[src/rtl/mtep_pkg.sv]
// types and constants shared by the midi track event parser
package mtep_pkg;

  typedef enum logic [3:0] {
    PH_DELTA,
    PH_STATUS,
    PH_DATA1,
    PH_DATA2,
    PH_META_TYPE,
    PH_META_LEN,
    PH_META_DATA,
    PH_SYSEX_LEN,
    PH_SYSEX_DATA
  } phase_e;

  typedef enum logic [2:0] {
    ST_IDLE,
    ST_PARSE,
    ST_TABLE,
    ST_END,
    ST_SUM
  } ctrl_state_e;

  typedef enum logic [1:0] {
    T_IDLE,
    T_SEARCH,
    T_SHIFT
  } tbl_state_e;

  localparam logic [2:0] KIND_NOTE    = 3'd0;
  localparam logic [2:0] KIND_TEMPO   = 3'd1;
  localparam logic [2:0] KIND_TIMESIG = 3'd2;
  localparam logic [2:0] KIND_SUMMARY = 3'd3;
  localparam logic [2:0] KIND_ERROR   = 3'd4;

  localparam logic [23:0] ERR_VLQ_LONG  = 24'd1;
  localparam logic [23:0] ERR_NO_RS     = 24'd2;
  localparam logic [23:0] ERR_ILLEGAL   = 24'd3;
  localparam logic [23:0] ERR_TRUNC     = 24'd4;
  localparam logic [23:0] ERR_TBL_FULL  = 24'd5;

  localparam logic [7:0] META_STATUS   = 8'hFF;
  localparam logic [7:0] META_EOT      = 8'h2F;
  localparam logic [7:0] META_TEMPO    = 8'h51;
  localparam logic [7:0] META_TIMESIG  = 8'h58;
  localparam logic [7:0] SYSEX_START   = 8'hF0;
  localparam logic [7:0] SYSEX_ESC     = 8'hF7;
  localparam logic [7:0] CHAN_MAX      = 8'hEF;
  localparam logic [3:0] HI_NOTE_ON    = 4'h9;
  localparam logic [3:0] HI_NOTE_OFF   = 4'h8;
  localparam logic [3:0] HI_PROG       = 4'hC;
  localparam logic [3:0] HI_PRESSURE   = 4'hD;

  typedef struct packed {
    logic [3:0]  ch;
    logic [6:0]  pitch;
    logic [6:0]  vel;
    logic [30:0] tick;
  } pend_entry_t;

  typedef struct packed {
    logic        clear;
    logic        ins;
    logic        srch;
    pend_entry_t ent;
  } tbl_cmd_t;

  typedef struct packed {
    logic        done;
    logic        found;
    pend_entry_t ent;
  } tbl_rsp_t;

  typedef struct packed {
    logic [2:0]  kind;
    logic [15:0] track_id;
    logic [3:0]  channel;
    logic [6:0]  pitch;
    logic [6:0]  velocity;
    logic [30:0] start_tick;
    logic [30:0] end_tick;
    logic [23:0] value_a;
    logic [15:0] value_b;
    logic        last;
  } result_t;

endpackage

[src/rtl/mtep_pend_table.sv]
// pending note table with serial search and shift-down removal
module mtep_pend_table import mtep_pkg::*; #(
  parameter int DEPTH = 64
) (
  input  logic                           clk_i,
  input  logic                           rst_ni,
  input  tbl_cmd_t                       cmd_i,
  output tbl_rsp_t                       rsp_o,
  output logic [$clog2(DEPTH + 1) - 1:0] count_o
);

  localparam int CW = $clog2(DEPTH + 1);
  localparam int AW = (DEPTH > 1) ? $clog2(DEPTH) : 1;

  pend_entry_t mem [DEPTH];
  pend_entry_t rdata_q;
  pend_entry_t hit_q, hit_d;
  pend_entry_t key_q, key_d;
  pend_entry_t wdata;
  tbl_state_e  tst_q, tst_d;
  logic [CW-1:0] count_q, count_d, idx_q, idx_d, idx_p1, idx_p2;
  logic [AW-1:0] raddr, waddr;
  logic          we;

  assign idx_p1 = idx_q + 1'b1;
  assign idx_p2 = idx_q + CW'(2);

  always_comb begin
    tst_d   = tst_q;
    count_d = count_q;
    idx_d   = idx_q;
    hit_d   = hit_q;
    key_d   = key_q;
    raddr   = '0;
    waddr   = '0;
    wdata   = cmd_i.ent;
    we      = 1'b0;
    rsp_o   = '0;
    rsp_o.ent = hit_q;
    case (tst_q)
      T_IDLE: begin
        if (cmd_i.clear) begin
          count_d = '0;
        end
        if (cmd_i.ins) begin
          we      = 1'b1;
          waddr   = cmd_i.clear ? '0 : count_q[AW-1:0];
          count_d = cmd_i.clear ? CW'(1) : count_q + 1'b1;
        end
        if (cmd_i.srch) begin
          key_d = cmd_i.ent;
          idx_d = '0;
          tst_d = T_SEARCH;
        end
      end
      T_SEARCH: begin
        if (idx_q >= count_q) begin
          rsp_o.done = 1'b1;
          tst_d      = T_IDLE;
        end else if (rdata_q.ch == key_q.ch && rdata_q.pitch == key_q.pitch) begin
          hit_d = rdata_q;
          raddr = idx_p1[AW-1:0];
          tst_d = T_SHIFT;
        end else begin
          idx_d = idx_p1;
          raddr = idx_p1[AW-1:0];
        end
      end
      T_SHIFT: begin
        // rdata holds entry idx+1, move it down one place
        if (idx_p1 < count_q) begin
          we    = 1'b1;
          waddr = idx_q[AW-1:0];
          wdata = rdata_q;
          raddr = idx_p2[AW-1:0];
          idx_d = idx_p1;
        end else begin
          count_d     = count_q - 1'b1;
          rsp_o.done  = 1'b1;
          rsp_o.found = 1'b1;
          tst_d       = T_IDLE;
        end
      end
      default: begin
        tst_d = T_IDLE;
      end
    endcase
  end

  always_ff @(posedge clk_i or negedge rst_ni) begin
    if (!rst_ni) begin
      tst_q   <= T_IDLE;
      count_q <= '0;
      idx_q   <= '0;
    end else begin
      tst_q   <= tst_d;
      count_q <= count_d;
      idx_q   <= idx_d;
    end
  end

  always_ff @(posedge clk_i) begin
    hit_q <= hit_d;
    key_q <= key_d;
  end

  always_ff @(posedge clk_i) begin
    if (we) begin
      mem[waddr] <= wdata;
    end
    rdata_q <= mem[raddr];
  end

  assign count_o = count_q;

endmodule

[src/rtl/mtep_out_fifo.sv]
// four-entry result queue in front of the output stream
module mtep_out_fifo import mtep_pkg::*; (
  input  logic       clk_i,
  input  logic       rst_ni,
  input  logic       push_i,
  input  result_t    push_data_i,
  output logic       out_valid_o,
  input  logic       out_ready_i,
  output result_t    out_data_o,
  output logic [2:0] count_o
);

  result_t    buf_q [4];
  logic [1:0] wr_ptr_q, rd_ptr_q;
  logic [2:0] count_q;
  logic       pop;

  assign pop         = out_valid_o && out_ready_i;
  assign out_valid_o = (count_q != 3'd0);
  assign out_data_o  = buf_q[rd_ptr_q];
  assign count_o     = count_q;

  always_ff @(posedge clk_i or negedge rst_ni) begin
    if (!rst_ni) begin
      wr_ptr_q <= '0;
      rd_ptr_q <= '0;
      count_q  <= '0;
    end else begin
      if (push_i) begin
        wr_ptr_q <= wr_ptr_q + 1'b1;
      end
      if (pop) begin
        rd_ptr_q <= rd_ptr_q + 1'b1;
      end
      count_q <= count_q + {2'b0, push_i} - {2'b0, pop};
    end
  end

  always_ff @(posedge clk_i) begin
    if (push_i) begin
      buf_q[wr_ptr_q] <= push_data_i;
    end
  end

endmodule

[src/rtl/midi_track_event_parser.sv]
// one track byte per input transaction; parsed in ST_PARSE, plus a table walk for note-offs
// most bytes need only ST_PARSE; a note-off also walks the pending table in ST_TABLE (one
//   read port of the pending table, one compare per cycle, then one shift per cycle)
// chunk end: ST_END checks truncation, ST_SUM pushes the summary; next byte taken after that
// next byte taken only once idle with at most two results waiting; results queued four deep
// reset: asynchronous active low, clears all track state; table contents need no clearing
module midi_track_event_parser import mtep_pkg::*; #(
  parameter int PENDING_DEPTH = 64
) (
  input  logic         clk_i,
  input  logic         rst_ni,
  input  logic         cfg_valid_i,
  output logic         cfg_ready_o,
  input  logic         cfg_data_i,      // smpte_timebase
  input  logic         s_axis_tvalid,
  output logic         s_axis_tready,
  input  logic [23:0]  s_axis_tdata,    // data_byte[7:0], track_index[23:8]
  input  logic         s_axis_tuser,    // chunk_start
  input  logic         s_axis_tlast,    // chunk_end
  output logic         m_axis_tvalid,
  input  logic         m_axis_tready,
  output logic [135:0] m_axis_tdata,    // track_id, channel, pitch, velocity, start_tick,
                                        // end_tick, value_a, value_b
  output logic [2:0]   m_axis_tuser,    // kind
  output logic         m_axis_tlast     // last_of_run
);

  localparam int CW = $clog2(PENDING_DEPTH + 1);

  ctrl_state_e state_q, state_d;
  phase_e      phase_q, phase_d, e_phase;
  logic [7:0]  rs_q, rs_d, e_rs;
  logic [30:0] tick_q, tick_d, e_tick;
  logic [27:0] acc_q, acc_d, e_acc, acc_n;
  logic [1:0]  vcnt_q, vcnt_d, e_vcnt;
  logic [7:0]  meta_q, meta_d, e_meta;
  logic [27:0] skip_q, skip_d, e_skip;
  logic [23:0] pay_q, pay_d, e_pay;
  logic [15:0] unm_q, unm_d, e_unm;
  logic        ended_q, ended_d, e_ended;
  logic        smpte_q;

  logic [7:0]  byte_q;
  logic        cs_q, ce_q;
  logic [15:0] trk_q;

  logic        in_acc;
  logic        push;
  result_t     push_r, out_r;
  logic [2:0]  fifo_cnt;
  tbl_cmd_t    tbl_cmd;
  tbl_rsp_t    tbl_rsp;
  logic [CW-1:0] tbl_cnt, e_cnt;

  assign in_acc        = s_axis_tvalid && s_axis_tready;
  assign s_axis_tready = (state_q == ST_IDLE) && (fifo_cnt <= 3'd2);
  assign cfg_ready_o   = 1'b1;

  // effective state after a chunk start clear
  assign e_phase = cs_q ? PH_DELTA : phase_q;
  assign e_rs    = cs_q ? '0 : rs_q;
  assign e_tick  = cs_q ? '0 : tick_q;
  assign e_acc   = cs_q ? '0 : acc_q;
  assign e_vcnt  = cs_q ? '0 : vcnt_q;
  assign e_meta  = cs_q ? '0 : meta_q;
  assign e_skip  = cs_q ? '0 : skip_q;
  assign e_pay   = cs_q ? '0 : pay_q;
  assign e_unm   = cs_q ? '0 : unm_q;
  assign e_ended = cs_q ? 1'b0 : ended_q;
  assign e_cnt   = cs_q ? '0 : tbl_cnt;
  assign acc_n   = {e_acc[20:0], byte_q[6:0]};

  // next state
  always_comb begin
    state_d = state_q;
    case (state_q)
      ST_IDLE: begin
        if (in_acc) begin
          state_d = ST_PARSE;
        end
      end
      ST_PARSE: begin
        if (tbl_cmd.srch) begin
          state_d = ST_TABLE;
        end else if (ce_q) begin
          state_d = ST_END;
        end else begin
          state_d = ST_IDLE;
        end
      end
      ST_TABLE: begin
        if (tbl_rsp.done) begin
          state_d = ce_q ? ST_END : ST_IDLE;
        end
      end
      ST_END: begin
        state_d = ST_SUM;
      end
      ST_SUM: begin
        state_d = ST_IDLE;
      end
      default: begin
        state_d = ST_IDLE;
      end
    endcase
  end

  // datapath and results
  always_comb begin
    logic        vdone, vlong, fatal, md_go, cd_go, two;
    logic [23:0] err_code, md_pay, pay_n;
    logic [27:0] md_len, skip_n;
    logic [7:0]  cd_st;
    logic [6:0]  cd_d1, cd_d2;
    logic [31:0] tsum;
    logic [3:0]  hi;

    phase_d = phase_q;
    rs_d    = rs_q;
    tick_d  = tick_q;
    acc_d   = acc_q;
    vcnt_d  = vcnt_q;
    meta_d  = meta_q;
    skip_d  = skip_q;
    pay_d   = pay_q;
    unm_d   = unm_q;
    ended_d = ended_q;
    push    = 1'b0;
    push_r  = '0;
    push_r.track_id = trk_q;
    push_r.last     = !ce_q;
    tbl_cmd = '0;
    vdone    = !byte_q[7];
    vlong    = byte_q[7] && (e_vcnt == 2'd3);
    fatal    = 1'b0;
    err_code = '0;
    md_go    = 1'b0;
    md_len   = '0;
    md_pay   = '0;
    cd_go    = 1'b0;
    cd_st    = e_rs;
    cd_d1    = '0;
    cd_d2    = '0;
    tsum     = {1'b0, e_tick} + {4'b0, acc_n};
    two      = (e_rs[7:4] != HI_PROG) && (e_rs[7:4] != HI_PRESSURE);
    pay_n    = ((e_acc - e_skip) < 28'd3) ? {e_pay[15:0], byte_q} : e_pay;
    skip_n   = e_skip - 1'b1;
    hi       = '0;

    case (state_q)
      ST_PARSE: begin
        phase_d = e_phase;
        rs_d    = e_rs;
        tick_d  = e_tick;
        acc_d   = e_acc;
        vcnt_d  = e_vcnt;
        meta_d  = e_meta;
        skip_d  = e_skip;
        pay_d   = e_pay;
        unm_d   = e_unm;
        ended_d = e_ended;
        tbl_cmd.clear = cs_q;
        if (!e_ended) begin
          case (e_phase)
            PH_DELTA, PH_META_LEN, PH_SYSEX_LEN: begin
              acc_d  = acc_n;
              vcnt_d = vdone ? 2'd0 : e_vcnt + 1'b1;
              if (vlong) begin
                fatal    = 1'b1;
                err_code = ERR_VLQ_LONG;
              end else if (vdone) begin
                if (e_phase == PH_DELTA) begin
                  tick_d  = tsum[31] ? '1 : tsum[30:0];
                  acc_d   = '0;
                  phase_d = PH_STATUS;
                end else if (e_phase == PH_META_LEN) begin
                  skip_d = acc_n;
                  pay_d  = '0;
                  if (acc_n == '0) begin
                    md_go = 1'b1;
                  end else begin
                    phase_d = PH_META_DATA;
                  end
                end else begin
                  skip_d  = acc_n;
                  acc_d   = '0;
                  phase_d = (acc_n == '0) ? PH_DELTA : PH_SYSEX_DATA;
                end
              end
            end
            PH_STATUS: begin
              if (!byte_q[7]) begin
                if (e_rs == '0) begin
                  fatal    = 1'b1;
                  err_code = ERR_NO_RS;
                end else if (two) begin
                  pay_d   = {17'b0, byte_q[6:0]};
                  phase_d = PH_DATA2;
                end else begin
                  cd_go = 1'b1;
                  cd_d1 = byte_q[6:0];
                end
              end else if (byte_q == META_STATUS) begin
                rs_d    = '0;
                phase_d = PH_META_TYPE;
              end else if (byte_q == SYSEX_START || byte_q == SYSEX_ESC) begin
                rs_d    = '0;
                acc_d   = '0;
                phase_d = PH_SYSEX_LEN;
              end else if (byte_q <= CHAN_MAX) begin
                rs_d    = byte_q;
                phase_d = PH_DATA1;
              end else begin
                fatal    = 1'b1;
                err_code = ERR_ILLEGAL;
              end
            end
            PH_DATA1: begin
              if (two) begin
                pay_d   = {17'b0, byte_q[6:0]};
                phase_d = PH_DATA2;
              end else begin
                cd_go = 1'b1;
                cd_d1 = byte_q[6:0];
              end
            end
            PH_DATA2: begin
              cd_go = 1'b1;
              cd_d1 = e_pay[6:0];
              cd_d2 = byte_q[6:0];
              pay_d = '0;
            end
            PH_META_TYPE: begin
              meta_d  = byte_q;
              acc_d   = '0;
              phase_d = PH_META_LEN;
            end
            PH_META_DATA: begin
              pay_d  = pay_n;
              skip_d = skip_n;
              if (skip_n == '0) begin
                md_go  = 1'b1;
                md_len = e_acc;
                md_pay = pay_n;
              end
            end
            PH_SYSEX_DATA: begin
              if (e_skip != '0) begin
                skip_d = skip_n;
                if (skip_n == '0) begin
                  phase_d = PH_DELTA;
                end
              end else begin
                phase_d = PH_DELTA;
              end
            end
            default: begin
              phase_d = PH_DELTA;
            end
          endcase
        end

        if (md_go) begin
          if (e_meta == META_EOT) begin
            ended_d = 1'b1;
          end else if (e_meta == META_TEMPO && md_len >= 28'd3 && !smpte_q) begin
            push              = 1'b1;
            push_r.kind       = KIND_TEMPO;
            push_r.start_tick = e_tick;
            push_r.value_a    = md_pay;
          end else if (e_meta == META_TIMESIG && md_len >= 28'd2 && !smpte_q) begin
            push              = 1'b1;
            push_r.kind       = KIND_TIMESIG;
            push_r.start_tick = e_tick;
            if (md_len >= 28'd3) begin
              push_r.value_a = {16'b0, md_pay[23:16]};
              push_r.value_b = {8'b0, md_pay[15:8]};
            end else begin
              push_r.value_a = {16'b0, md_pay[15:8]};
              push_r.value_b = {8'b0, md_pay[7:0]};
            end
          end
          acc_d   = '0;
          pay_d   = '0;
          phase_d = PH_DELTA;
        end

        if (cd_go) begin
          hi      = cd_st[7:4];
          phase_d = PH_DELTA;
          tbl_cmd.ent.ch    = cd_st[3:0];
          tbl_cmd.ent.pitch = cd_d1;
          tbl_cmd.ent.vel   = cd_d2;
          tbl_cmd.ent.tick  = e_tick;
          if (hi == HI_NOTE_ON && cd_d2 != '0) begin
            if (e_cnt == CW'(PENDING_DEPTH)) begin
              push           = 1'b1;
              push_r.kind    = KIND_ERROR;
              push_r.value_a = ERR_TBL_FULL;
            end else begin
              tbl_cmd.ins = 1'b1;
            end
          end else if (hi == HI_NOTE_ON || hi == HI_NOTE_OFF) begin
            tbl_cmd.srch = 1'b1;
          end
        end

        if (fatal) begin
          push           = 1'b1;
          push_r.kind    = KIND_ERROR;
          push_r.value_a = err_code;
          ended_d        = 1'b1;
          phase_d        = PH_DELTA;
          acc_d          = '0;
          vcnt_d         = '0;
        end
      end
      ST_TABLE: begin
        if (tbl_rsp.done) begin
          if (tbl_rsp.found) begin
            push              = 1'b1;
            push_r.kind       = KIND_NOTE;
            push_r.channel    = tbl_rsp.ent.ch;
            push_r.pitch      = tbl_rsp.ent.pitch;
            push_r.velocity   = tbl_rsp.ent.vel;
            push_r.start_tick = tbl_rsp.ent.tick;
            push_r.end_tick   = tick_q;
          end else if (unm_q != '1) begin
            unm_d = unm_q + 1'b1;
          end
        end
      end
      ST_END: begin
        if (!ended_q && (phase_q != PH_DELTA || vcnt_q != '0)) begin
          push           = 1'b1;
          push_r.kind    = KIND_ERROR;
          push_r.value_a = ERR_TRUNC;
          push_r.last    = 1'b0;
        end
        ended_d = 1'b1;
        phase_d = PH_DELTA;
        acc_d   = '0;
        vcnt_d  = '0;
      end
      ST_SUM: begin
        push           = 1'b1;
        push_r.kind    = KIND_SUMMARY;
        push_r.value_a = 24'(tbl_cnt);
        push_r.value_b = unm_q;
        push_r.last    = 1'b1;
      end
      default: begin
        push = 1'b0;
      end
    endcase
  end

  always_ff @(posedge clk_i or negedge rst_ni) begin
    if (!rst_ni) begin
      state_q <= ST_IDLE;
      phase_q <= PH_DELTA;
      rs_q    <= '0;
      tick_q  <= '0;
      acc_q   <= '0;
      vcnt_q  <= '0;
      meta_q  <= '0;
      skip_q  <= '0;
      pay_q   <= '0;
      unm_q   <= '0;
      ended_q <= 1'b0;
      smpte_q <= 1'b0;
    end else begin
      state_q <= state_d;
      phase_q <= phase_d;
      rs_q    <= rs_d;
      tick_q  <= tick_d;
      acc_q   <= acc_d;
      vcnt_q  <= vcnt_d;
      meta_q  <= meta_d;
      skip_q  <= skip_d;
      pay_q   <= pay_d;
      unm_q   <= unm_d;
      ended_q <= ended_d;
      if (cfg_valid_i) begin
        smpte_q <= cfg_data_i;
      end
    end
  end

  always_ff @(posedge clk_i) begin
    if (in_acc) begin
      byte_q <= s_axis_tdata[7:0];
      trk_q  <= s_axis_tdata[23:8];
      cs_q   <= s_axis_tuser;
      ce_q   <= s_axis_tlast;
    end
  end

  mtep_pend_table #(
    .DEPTH (PENDING_DEPTH)
  ) u_table (
    .clk_i   (clk_i),
    .rst_ni  (rst_ni),
    .cmd_i   (tbl_cmd),
    .rsp_o   (tbl_rsp),
    .count_o (tbl_cnt)
  );

  mtep_out_fifo u_fifo (
    .clk_i       (clk_i),
    .rst_ni      (rst_ni),
    .push_i      (push),
    .push_data_i (push_r),
    .out_valid_o (m_axis_tvalid),
    .out_ready_i (m_axis_tready),
    .out_data_o  (out_r),
    .count_o     (fifo_cnt)
  );

  assign m_axis_tdata = {out_r.value_b, out_r.value_a, out_r.end_tick, out_r.start_tick,
                         out_r.velocity, out_r.pitch, out_r.channel, out_r.track_id};
  assign m_axis_tuser = out_r.kind;
  assign m_axis_tlast = out_r.last;

endmodule

[config.mk]
export PLATFORM = sky130hd
export DESIGN_NAME = midi_track_event_parser
export DESIGN_NICKNAME = d
export VERILOG_FILES = /design/src/rtl/mtep_pkg.sv /design/src/rtl/mtep_pend_table.sv /design/src/rtl/mtep_out_fifo.sv /design/src/rtl/midi_track_event_parser.sv
export SDC_FILE = /design/constraint.sdc
export NUM_CORES = 2
export LEC_CHECK = 0
export BUFFER_PORTS_ARGS = -buffer_cell sky130_fd_sc_hd__buf_2
export CAP_MARGIN = 10
export CORE_MARGIN = 2
export CORE_UTILIZATION = 45
export DETAILED_ROUTE_END_ITERATION = 10
export HOLD_SLACK_MARGIN = 0.02
export PLACE_DENSITY_LB_ADDON = 0.3
export SETUP_SLACK_MARGIN = 0.2
export SLEW_MARGIN = 20
export SYNTH_ARGS = -nofsm -noshare
export SYNTH_HDL_FRONTEND = slang
export SYNTH_HIERARCHICAL = 1
export SYNTH_SLANG_ARGS = --single-unit
[constraint.sdc]
create_clock -name clk_i -period 9.9 [get_ports clk_i]
set_input_delay 1.485 -clock clk_i [delete_from_list [all_inputs] [get_ports clk_i]]
set_output_delay 1.485 -clock clk_i [all_outputs]
set_load 0.1 [all_outputs]
==> metrics.md <==
| Metric | Value |
|---|---|
| Status | `finished, final reports clean` |
| CTS sink cnt | `4,008` |
| Leakage | `between 50 and 60 nW` |
| Grt ovf | `0` |
| Final nets | `between 10,000 and 15,000` |
| RD Place Congestion | `roughly 0.93` |
| Antenna viol nets, final | `0` |
| Pwr/cell area | `roughly 190 nW/um2` |
| Crit path required time | `10.49 ns` |
| Post-synth EDFFs | `approximately 3,800` |
| Cell count after synthesis | `around 12,000` |
| TritonCTS buffer count | `approximately 390` |
| CTS max path bufs | `4` |
| Total routed wirelength | `522 mm` |
| CP arrival | `about 8.6 ns` |
| FFs w/ async S/R, synth | `under 10%` |
| Highest clock rate | `around 120 MHz` |
| CTS tree | `done` |
| Final Setup Violations | `0` |
| Max_cap viols | `0` |
| Relative slew slack | `15.2%` |
| Input/output buffers | `between 150 and 200` |
| First-pass GRT wire length | `737 mm` |
| CP Max Fanout | `40` |
| Register area share after synthesis | `between 70 and 80%` |
| Avg Cell Area, Syn | `13.7 um2` |
| Vias in the first global route | `between 90,000 and 100k` |
| Die area | `between 300,000 and 400,000 um2` |
| Die H | `~600 um` |
| Min Tclk post-route | `8.04 ns` |
| DR WL/cell | `just over 30 um` |
| CTS-repair resized insts | `0` |
| Worst Tran Pin Value | `between 1 and 1.5 ns` |
| Tot Pwr | `34.2 mW` |
| Area grow syn2layout | `12.4%` |
| Top-count cell post-synth | `edfxtp_1` |
| Critical Path Max Stage Delay | `between 1 and 1.5 ns` |
| Initial antenna violation count | `30` |
| Yosys reg bits | `between 4,000 and 5,000` |
| Synth warnings | `6` |
| Synth area leaders | `edfxtp_1 (70%), nand2_1 (6.9%), nand3_1 (2.8%), dfrtp_1 (2.7%), mux4_2 (1.9%)` |
| Main synth FF type | `edfxtp_1` |
| Area share of the largest cell type after synthesis | `70.1%` |
| Vias per std cell | `around 6.2` |
| Initial core utilization | `a little under half` |
| Row count | `between 200 and 250` |
| Worst Setup Path Type | `register to register` |
| Clk_lat worst skew | `1.00 ns` |
| Cell Area, Placed | `around 170,000 um2` |
| Hpwl dp | `~320 mm` |
| DRC Markers | `0` |
| Final hold viol count | `0` |
| Chip width | `a little over 600 um` |
| Synth top cells by count | `edfxtp_1 (3,782), nand2_1 (2,971), nand3_1 (920)` |
| Detailed-route via count | `around 110k` |
| Core Region | `roughly 360,000 um2` |
| Initial DRT Pass Iterations | `8` |
| Ports | `about 180` |
| Mapped Area | `about 160,000 um2` |
| VDD IR max | `between 0.2 and 0.25 mV` |
| Clock tree root driver cell | `clkbuf_16` |
| Post-CTS Hold Buffers | `0` |
| Netlist cell types | `between 100 and 150` |
| Worst Setup End Kind | `register` |
| Clock transition at path regs | `0.06 ns` |
| CP delay by family, top | `simple AND/OR/NAND/NOR gates` |
| Crit share post-route | `81.2%` |
| RSZ-0062 raised after global routing | `false` |
| Layout cell share with drive strength beyond 1 | `11.3%` |
| Initial drt markers | `around 15,000` |
| Final Skew | `roughly 0.052 ns` |
| GRT Total Usage | `28.0%` |
| Setup TNS Final | `0 ns` |
| Hold Path Class | `register to register` |
| Post-Synthesis Net Count | `about 12,000` |
| CP bufs+invs | `3` |
| H-tree Lvls | `5` |
| Max Slew Vio Count | `0` |
| Largest area contributor in the netlist | `edfxtp_1` |
| Slowest CP cell | `nor2_4` |
| Largest net degree at the start of global routing | `approximately 190` |
| CP cell instances | `or2_2 > nor3_1 > a21oi_1 > nor2_1 > a21oi_1 > nor4_1 > buf_4 > nand2_2 > buf_4 > nor4b_1 > and3b_1 > a21oi_1 > a2111oi_0 > a41o_1 > nand2_1 > nor2_4 > buf_4` |
| Setup bufs post-CTS | `0` |
| # fillers | `between 20,000 and 30,000` |
| Critical Path Source Type | `register` |
| Design Area, Final | `about 180,000 um2` |
-- flip-flops by register name (all words and copies together) (netlist names), 2 cells and up --
signal	flops
u_table/tst_q	2
u_table/rsp_o	49
byte_q	8
u_fifo/wr_ptr_q	2
state_q	3
phase_q	4
u_table/count_o	7
u_table/key_q	11
u_table/idx_q	7
rs_q	8
unm_q	16
tick_q	31
u_table/mem	3136
skip_q	28
trk_q	16
u_table/rdata_q	49
u_fifo/buf_q	560
u_fifo/rd_ptr_q	2
u_fifo/count_o	3
meta_q	8
pay_q	24
vcnt_q	2
acc_q	28
-- layer usage --
layer	track usage, %	up-vias	routed length [um]
met5	0	-	115
met4	12.9	18	26800
met3	6.37	1105	59600
li1	-	44700	-
met1	38.4	53100	201000
met2	42.6	6585	235000
-- through the flow --
stage	util [%]	instances	hold slack, ns	worst slack [ns]
floorplan	-	11800	0.408	1.28
global placement	47.1	16300	0.419	2.06
detailed placement	47.1	16300	0.425	2.14
CTS	50.7	17100	0.439	2.08
global route	50.7	17100	0.454	1.25
finish	50.8	17100	0.440	1.86
-- logic make-up (layout without fill, tap and decap cells) --
group | after synthesis | count (layout) | synth area share (%)
compound gates | 1411 | 1411 | 5.85
xor+xnor | 75 | 75 | 0.410
simple gates | 5005 | 5005 | 13.7
flops | 4008 | 4008 | 73.4
mux | 412 | 412 | 3.65
fa+ha+maj | 90 | 90 | 0.709
other cells | 1 | 28 | 0.00231
buf+inv | 820 | 1306 | 2.25
-- layout by cell type (no fill, tap or decap), types with 31 or more instances in the layout --
master        n
edfxtp_1   3782
nand2_1    2946
nand3_1     915
clkbuf_16   400
nand4_1     362
a31oi_1     340
buf_4       249
mux2i_1     243
o21ai_0     239
nor2_1      223
a21oi_1     189
dfrtp_1     175
buf_2       172
mux4_2      140
clkinv_1    103
inv_1       101
o22ai_1      97
ha_1         87
a32oi_1      83
clkbuf_1     80
and2_1       73
nor2_4       67
clkinv_2     60
a22o_1       58
nor3_1       55
dfxtp_1      49
xnor2_1      47
nor2b_1      44
and3_1       44
a22oi_1      42
buf_12       41
a21o_1       40
bufinv_16    37
and4_1       32
or3_1        31
-- where the power goes --
| group | leakage (nW) | switching (mW) | total [mW] | internal (mW) |
|---|---|---|---|---|
| Combinational | 22.9 | 0.592 | 0.898 | 0.306 |
| Sequential | 29.3 | 0.0813 | 18.4 | 18.3 |
| Clock | 6.25 | 6.43 | 14.9 | 8.51 |
-- path summary, 6_finish.rpt --
| path | startpoint | endpoint | slack [ns] | cells after the start |
|---|---|---|---|---|
| setup / recovery | phase_q[2]$_DFFE_PN0P_ | u_table/mem[24][42]$_DFFE_PP_ | 1.86 | 17 |
| hold / removal | u_table/rdata_q[5]$_DFF_P_ | u_table/rsp_o[5]$_DFFE_PP_ | 0.44 | 0 |
| setup reg to reg | phase_q[2]$_DFFE_PN0P_ | u_table/mem[24][42]$_DFFE_PP_ | 1.86 | 17 |
| hold reg to reg | u_table/rdata_q[5]$_DFF_P_ | u_table/rsp_o[5]$_DFFE_PP_ | 0.44 | 0 |
| max in group asynchronous | rst_ni | u_table/idx_q[6]$_DFFE_PN0P_ | 8.08 | 2 |
| min in group asynchronous | rst_ni | u_fifo/count_o[2]$_DFF_PN0_ | 0.49 | 1 |
-- final cells by class --
cell class / instances / area [um2] / share of cell area, %
antenna: 27 / 67.6 / 0.0371
clock buffer: 496 / 10500 / 5.78
clock inverter: 236 / 2300 / 1.26
inverter: 105 / 394 / 0.216
multi-input combinational: 6994 / 40300 / 22.1
sequential: 4008 / 119000 / 65.3
tap: 4773 / 5970 / 3.28
timing repair buffer: 469 / 3660 / 2.01
No activity file was read; power rests on OpenSTA's default activity.
